File: config.mk
export PLATFORM = sky130hd
export DESIGN_NAME = u8rc_decode
export DESIGN_NICKNAME = d
export VERILOG_FILES = /design/src/sv/u8rc_pkg.sv /design/src/sv/u8rc_decode.sv
export SDC_FILE = /design/constraint.sdc
export NUM_CORES = 1
export LEC_CHECK = 0
export BUFFER_PORTS_ARGS = -buffer_cell sky130_fd_sc_hd__buf_2
export CORE_ASPECT_RATIO = 0.5
export CORE_UTILIZATION = 45
export DETAILED_ROUTE_END_ITERATION = 10
export PLACE_DENSITY = 0.82
export SYNTH_ARGS = -nofsm -noshare
export SYNTH_HDL_FRONTEND = slang
export SYNTH_SLANG_ARGS = --single-unit
export TNS_END_PERCENT = 5
File: constraint.sdc
create_clock -name aclk -period 3.1 [get_ports aclk]
set_input_delay 0.155 -clock aclk [delete_from_list [all_inputs] [get_ports aclk]]
set_output_delay 0.155 -clock aclk [all_outputs]
set_load 0.05 [all_outputs]
File: src/sv/u8rc_pkg.sv
// Shared types and constants for the UTF-8 code point range checker.
// No dependencies; imported by every module of the block.
package u8rc_pkg;

    localparam int CP_W      = 21;
    localparam int CNT_W     = 24;
    localparam int KIND_W    = 3;
    localparam int RANGE_W   = 2 * CP_W;
    localparam int ADDR_W    = 6;
    localparam int DATA_W    = 64;
    localparam int IDX_W     = 3;
    localparam int S_DATA_W  = 8;
    localparam int M_DATA_W  = 48;

    localparam logic [RANGE_W-1:0] RANGE_RESET = RANGE_W'(22'h200000);
    localparam logic [CNT_W-1:0]   CNT_MAX     = '1;

    localparam logic [KIND_W-1:0] KIND_OUTSIDE   = 3'd0;
    localparam logic [KIND_W-1:0] KIND_END       = 3'd1;
    localparam logic [KIND_W-1:0] KIND_BAD_LEAD  = 3'd2;
    localparam logic [KIND_W-1:0] KIND_BAD_CONT  = 3'd3;
    localparam logic [KIND_W-1:0] KIND_TRUNCATED = 3'd4;

    typedef struct packed {
        logic [KIND_W-1:0] kind;
        logic [CP_W-1:0]   char_code;
        logic [CNT_W-1:0]  outside_total;
        logic              run_last;
    } result_t;

    typedef struct packed {
        logic [1:0] cnt;
        result_t    r0;
        result_t    r1;
    } push_t;

endpackage

File: src/sv/u8rc_decode.sv
// Input register, UTF-8 sequence state and result forming for one byte beat.
// Depends on u8rc_pkg; range hit comes from u8rc_range_match.
module u8rc_decode (
    input  logic                        aclk,
    input  logic                        aresetn,
    input  logic                        in_valid,
    output logic                        in_ready,
    input  logic [7:0]                  in_byte,
    input  logic                        in_present,
    input  logic                        in_end,
    input  logic                        space_ok,
    input  logic                        hit,
    output logic [u8rc_pkg::CP_W-1:0]   cand_cp,
    output u8rc_pkg::push_t             push
);
    import u8rc_pkg::*;

    logic             valid_reg;
    logic [7:0]       byte_reg;
    logic             present_reg;
    logic             end_reg;
    logic [1:0]       rem_reg, rem_next;
    logic [CP_W-1:0]  part_reg, part_next;
    logic             fail_reg, fail_next;
    logic [CNT_W-1:0] cnt_reg, cnt_next;

    logic             fire;
    logic             cp_fin;
    logic             has_b, has_e;
    logic [KIND_W-1:0] kind_b, kind_e;
    logic [CP_W-1:0]  cp_b;
    logic [CNT_W-1:0] cnt_b;
    result_t          res_b, res_e;

    assign fire     = valid_reg && space_ok;
    assign in_ready = !valid_reg || fire;
    assign cand_cp  = (rem_reg == 2'd0) ? CP_W'(byte_reg)
                                        : {part_reg[CP_W-7:0], byte_reg[5:0]};

    always_comb begin
        rem_next  = rem_reg;
        part_next = part_reg;
        fail_next = fail_reg;
        cnt_b     = cnt_reg;
        cp_fin    = 1'b0;
        has_b     = 1'b0;
        kind_b    = KIND_OUTSIDE;
        cp_b      = '0;
        if (present_reg && !fail_reg) begin
            if (rem_reg == 2'd0) begin
                case (byte_reg) inside
                    8'b0???????: begin
                        cp_fin = 1'b1;
                    end
                    8'b110?????: begin
                        part_next = CP_W'(byte_reg[4:0]);
                        rem_next  = 2'd1;
                    end
                    8'b1110????: begin
                        part_next = CP_W'(byte_reg[3:0]);
                        rem_next  = 2'd2;
                    end
                    8'b11110???: begin
                        part_next = CP_W'(byte_reg[2:0]);
                        rem_next  = 2'd3;
                    end
                    default: begin
                        fail_next = 1'b1;
                        has_b     = 1'b1;
                        kind_b    = KIND_BAD_LEAD;
                    end
                endcase
            end else if (byte_reg[7:6] != 2'b10) begin
                fail_next = 1'b1;
                has_b     = 1'b1;
                kind_b    = KIND_BAD_CONT;
            end else begin
                part_next = cand_cp;
                rem_next  = rem_reg - 2'd1;
                cp_fin    = (rem_reg == 2'd1);
            end
        end
        if (cp_fin && !hit) begin
            has_b  = 1'b1;
            kind_b = KIND_OUTSIDE;
            cp_b   = cand_cp;
            if (cnt_reg != CNT_MAX) begin
                cnt_b = cnt_reg + CNT_W'(1);
            end
        end
        cnt_next = cnt_b;

        has_e  = end_reg && !fail_next;
        kind_e = (rem_next != 2'd0) ? KIND_TRUNCATED : KIND_END;
        if (end_reg) begin
            rem_next  = '0;
            part_next = '0;
            fail_next = 1'b0;
            cnt_next  = '0;
        end

        res_b = '{kind: kind_b, char_code: cp_b, outside_total: cnt_b, run_last: !has_e};
        res_e = '{kind: kind_e, char_code: '0, outside_total: cnt_b, run_last: 1'b1};

        push.cnt = {1'b0, has_b} + {1'b0, has_e};
        push.r0  = has_b ? res_b : res_e;
        push.r1  = res_e;
        if (!fire) begin
            push.cnt = 2'd0;
        end
    end

    always_ff @(posedge aclk) begin
        if (!aresetn) begin
            valid_reg <= 1'b0;
        end else if (in_ready) begin
            valid_reg <= in_valid;
        end
    end

    always_ff @(posedge aclk) begin
        if (in_ready && in_valid) begin
            byte_reg    <= in_byte;
            present_reg <= in_present;
            end_reg     <= in_end;
        end
    end

    always_ff @(posedge aclk) begin
        if (!aresetn) begin
            rem_reg  <= '0;
            part_reg <= '0;
            fail_reg <= 1'b0;
            cnt_reg  <= '0;
        end else if (fire) begin
            rem_reg  <= rem_next;
            part_reg <= part_next;
            fail_reg <= fail_next;
            cnt_reg  <= cnt_next;
        end
    end

endmodule

# Word-level counts from Yosys, hierarchy flattened
# Index checks and enable logic that the tools add are counted.
# classes
addsub	3
n_mul	0
div_mod_pow	0
magnitude_cmp	0
eq_ne	9
n_shift	0
mux	52
bitwise_logic	0
n_reduce_logical	15
# op_table
cell	count
2-to-1 mux 15 bit	8
2-to-1 mux 24 bit	3
2-to-1 mux 49 bit	1
2-to-1 mux 21 bit	2
2-to-1 mux 2 bit	14
adder 24 x 1 -> 24 bit, second input constant	1
!= test 24 bit, second input constant	1
2-to-1 mux 1 bit	20
2-to-1 mux 3 bit	4
!= test 3 bit, second input constant	2
== test 5 bit, second input constant	1
logical AND 1 bit	5
logical NOT 1 bit	5
!= test 5 x 2 -> 1 bit, second input constant	1
AND reduction 5 bit	1
== test 4 bit, second input constant	1
nonzero test 2 bit	2
== test 3 bit, second input constant	1
adder 1 x 1 -> 2 bit	1
== test 2 x 1 -> 1 bit, second input constant	1
logical NOT 2 bit	1
!= test 2 bit, second input constant	1
subtractor 2 x 1 -> 2 bit, second input constant	1
logical OR 1 bit	1
# totals
ff_bits	53
latchBits	0
mem_bits_rw	0
rom_bits	0
in_bits	15
out_inout_bits	122
elab_cells	87
mem_count	0

# Longest topological paths before layout
# depth
ltp_word	11
ltp_mapped	10

# Worst setup path before layout
# No wires, ideal clock.
# synth_timing
path_kind	reg2out
from	register rem_reg[1]
to	output port push[95] in the netlist's numbering
t_arrival_ns	3.374
required_ns	2.945
setup_slack_ns	-0.429
path_stages_with_launch	9
n_path_buf	2
path_cell_list	dfxtp_1 -> inv_1 -> ha_1 -> clkbuf_1 -> clkbuf_1 -> o211ai_1 -> o211ai_1 -> o21ai_0 -> o21ai_0
# synth_rtl
element	line_no	rtl
start, declared	u8rc_decode.sv:22	logic [1:0] rem_reg, rem_next;
start signal, assigned	u8rc_decode.sv:136	rem_reg <= rem_next;
end, declared	u8rc_decode.sv:14	output u8rc_pkg::push_t push

==> summary.md <==
| Metric | Value |
|---|---|
| Async S/R FF share, synth | 0% |
| PortBufs | 113 |
| Netlist cell types | 65 |
| Via density | 5.60 |
| Synth warn | 0 |
| Max layer used | met4 |
| Die W | 130 µm |
| N_diodes | 0 |
| CORE AREA | 0.00765 mm² |
| Worst path bufs/invs | 2 |
| WHS Endpoint | byte_reg[1] |
| Routed wire per std cell | 14.6 µm |
| Final Instance Area | 0.00423 mm² |
| Sequential fraction of the synthesis area | 31.3% |
| WL met2 | 4180 µm |
| Die height | 66.2 µm |
| Cts hold-fix bufs | 0 |
| Flop-to-flop setup slack | 0.71 ns |
| Vias | 3539 |
| Reg2reg start | cnt_reg[0] |
| Max-slew violations | 0 |
| Crit path capture type | output port |
| Final wirelength | 9220 µm |
| Rows | 22 |
| I/O pin count | 137 |
| Synth-to-layout area growth | 13.9% |
| GRT Util Overall | 21.4% |
| Max IR drop VDD | 0.205 mV |
| Hold_sp | in_byte[1] |
| Worst-path cell chain | ha_1 > nand4_2 > nor4_4 > a21oi_1 > buf_4 > nand2_1 > xnor2_1 > buf_2 |
| WL met1 | 4240 µm |
| Overflow after GRT | 0 |
| Delay-heaviest family, CP | simple AND/OR/NAND/NOR gates |
| First-pass GRT wire length | 14300 µm |
| Worst reg2reg path depth | 6 |
| Number of flops mapped to enable cells by yosys | 10 |
| Pwr dens | 379 mW/mm² |
| RSZ-0062 raised after global routing | false |
| Die area | 0.00863 mm² |
| Clk buf depth | 2 |
| Slew headroom | 41.1% |
| Max reg flops | 24 |
| Initial antenna violation count | 0 |
| Reg2reg end | cnt_reg[20] |
| DP HPWL | 6650 µm |
| Root Buffer | clkbuf_16 |
| Crit path arrival time | 2.69 ns |
| Share of layout cells above drive strength 1 | 27.3% |
| Fmax | 352 MHz |
| Fin crit period | 2.84 ns |
| Layout Utilization | 55.2% |
| Vias in the first global route | 2967 |
| Power Total | 1.60 mW |
| Hold Path Class | in2reg |
| RePlAce Congestion | 0.872 |
| Post-DP Area | 0.00406 mm² |
| Status | completed |
| Synthesized flop and latch total | 53 |
| Setup violators final | 0 |
| Final Hold Viols | 0 |
| Startpoint types | register |
| Routed wl met3 | 664 µm |
| Syn_area_per_cell | 8.24 µm² |
| Worst slew pin tran | 0.861 ns |
| Layout filler cell count | 724 |
| Max-cap violations | 0 |
| CTS tree | yes |
| Pin count of the biggest net entering global routing | 33 |
| Initial core utilization | 48.5% |
| Netlist Area Pre-Place | 0.00371 mm² |
| Pre-Repair DR Iteration Count | 5 |
| Fin nets | 542 |
| Leak pwr | 1.95 nW |
| Clock net sink count | 53 |
| Final setup skew | 0.00915 ns |
| Critical path peak fanout | 12 |
| Antenna-violating nets left | 0 |
| Placed Instances | 624 |
| Worst Hold Depth | 1 |
| Final period utilization | 91.7% |
| Setup TNS Final | 0 ns |
| Slowest cell delay on critical path | 0.47 ns |
| H-tree level count | 2 |
| Num CTS Buffers | 5 |
| Synth Flop Type | dfxtp_1 |
| Mapped Cells | 450 |
| Initial DRC count | 227 |
| Clk_lat worst skew | 0.30 ns |
| Worst Path Required | 2.94 ns |
| Slowest-stage cell, CP | nor4_4 |
| Final non-filler cell total | 632 |
| WS Path Type | reg2out |
| Worst-path clk slew | 0.07 ns |
| Residual DRC | 0 |
synthesized netlist by cell type, types with 12 or more instances:
master / n / area share (%)
buf_4: 53 / 11
clkbuf_1: 18 / 1.8
and3_1: 13 / 2.2
nor2b_1: 19 / 3.2
xor2_1: 13 / 3.1
nor2_1: 29 / 2.9
a31oi_1: 13 / 2.2
dfxtp_1: 43 / 23
nand3_1: 19 / 2.6
nand2_1: 41 / 4.1
and2_1: 21 / 3.5
a22o_1: 12 / 2.8
routing by layer:
| metal | vias up | GRT usage, % |
|---|---|---|
| met1 | 1675 | 27.7 |
| met5 | - | 0 |
| met4 | 0 | 6.32 |
| met3 | 13 | 4.21 |
| met2 | 162 | 36.1 |
| li1 | 1689 | - |
through the flow:
stage	hold WS (ns)	worst slack (ns)
after CTS	0.0307	0.146
final	0.0321	0.256
after floorplan	0.254	0.0173
after global routing	0.0245	0.0334
after global placement	0.332	0.565
after detailed placement	0.334	0.496
cell families (layout without fill, tap and decap cells):
group,after synthesis,count (layout),share of synthesized area (%)
adders and majority gates,4,4,1.35
AOI/OAI and AO/OA,96,96,19.6
buffers and inverters,87,140,14.3
xor gates and xnor gates,23,23,5.43
other,2,23,0.202
and+or+nand+nor,181,181,26.7
muxes,4,4,1.15
DFF,53,53,31.3
final cells by class:
class,count,area (µm²),area share [%]
clock inverters,2,33.8,0.799
clock buffers,6,129,3.05
multi-input cells,331,2100,49.7
repair buffers,121,626,14.8
flip-flops and latches,53,1160,27.5
inverters,11,41.3,0.977
well taps,108,135,3.20
layout by cell type (no fill, tap or decap), drive strengths merged, types with 8 or more instances in the layout:
cell	instances
a21oi	10
a22o	12
a31oi	13
and2	21
and3	13
buf	121
conb	23
dfxtp	43
edfxtp	10
inv	10
nand2	41
nand2b	8
nand3	20
nand4	8
nor2	29
nor2b	19
o21ai	12
xnor2	10
xor2	13
power by group:
group	switching (mW)	internal (mW)	leakage, nW	total, mW
sequential	0.0143	0.712	0.443	0.727
combinational	0.195	0.0446	1.43	0.239
clock	0.255	0.379	0.0785	0.634
total	0.464	1.14	1.95	1.60
how the worst max path moves through the flow:
stage               slack (ns)        from  depth (start not counted)  endpoint
floorplan                 0.02  rem_reg[0]                          9  push[71]
global placement          0.57  cnt_reg[0]                          8  push[71]
detailed placement        0.50  cnt_reg[0]                          8  push[71]
CTS                       0.15  cnt_reg[0]                          8  push[71]
global route              0.03  cnt_reg[0]                          8  push[52]
finish                    0.26  cnt_reg[0]                          8  push[71]
worst reg2reg max path: stages (launching register included):
cell and delay [ns]:
dfxtp_1 0.45, ha_1 0.35, nand4_2 0.18, nor4_4 0.47, nand3_2 0.24, or4_1 0.52, o211ai_1 0.11
what timing repair did:
action,4_1_cts,5_1_grt
setup buffers,0,0
gates resized for setup,0,1
endpoints found under the setup margin,0,21
Power figures use the tool's default switching activity.
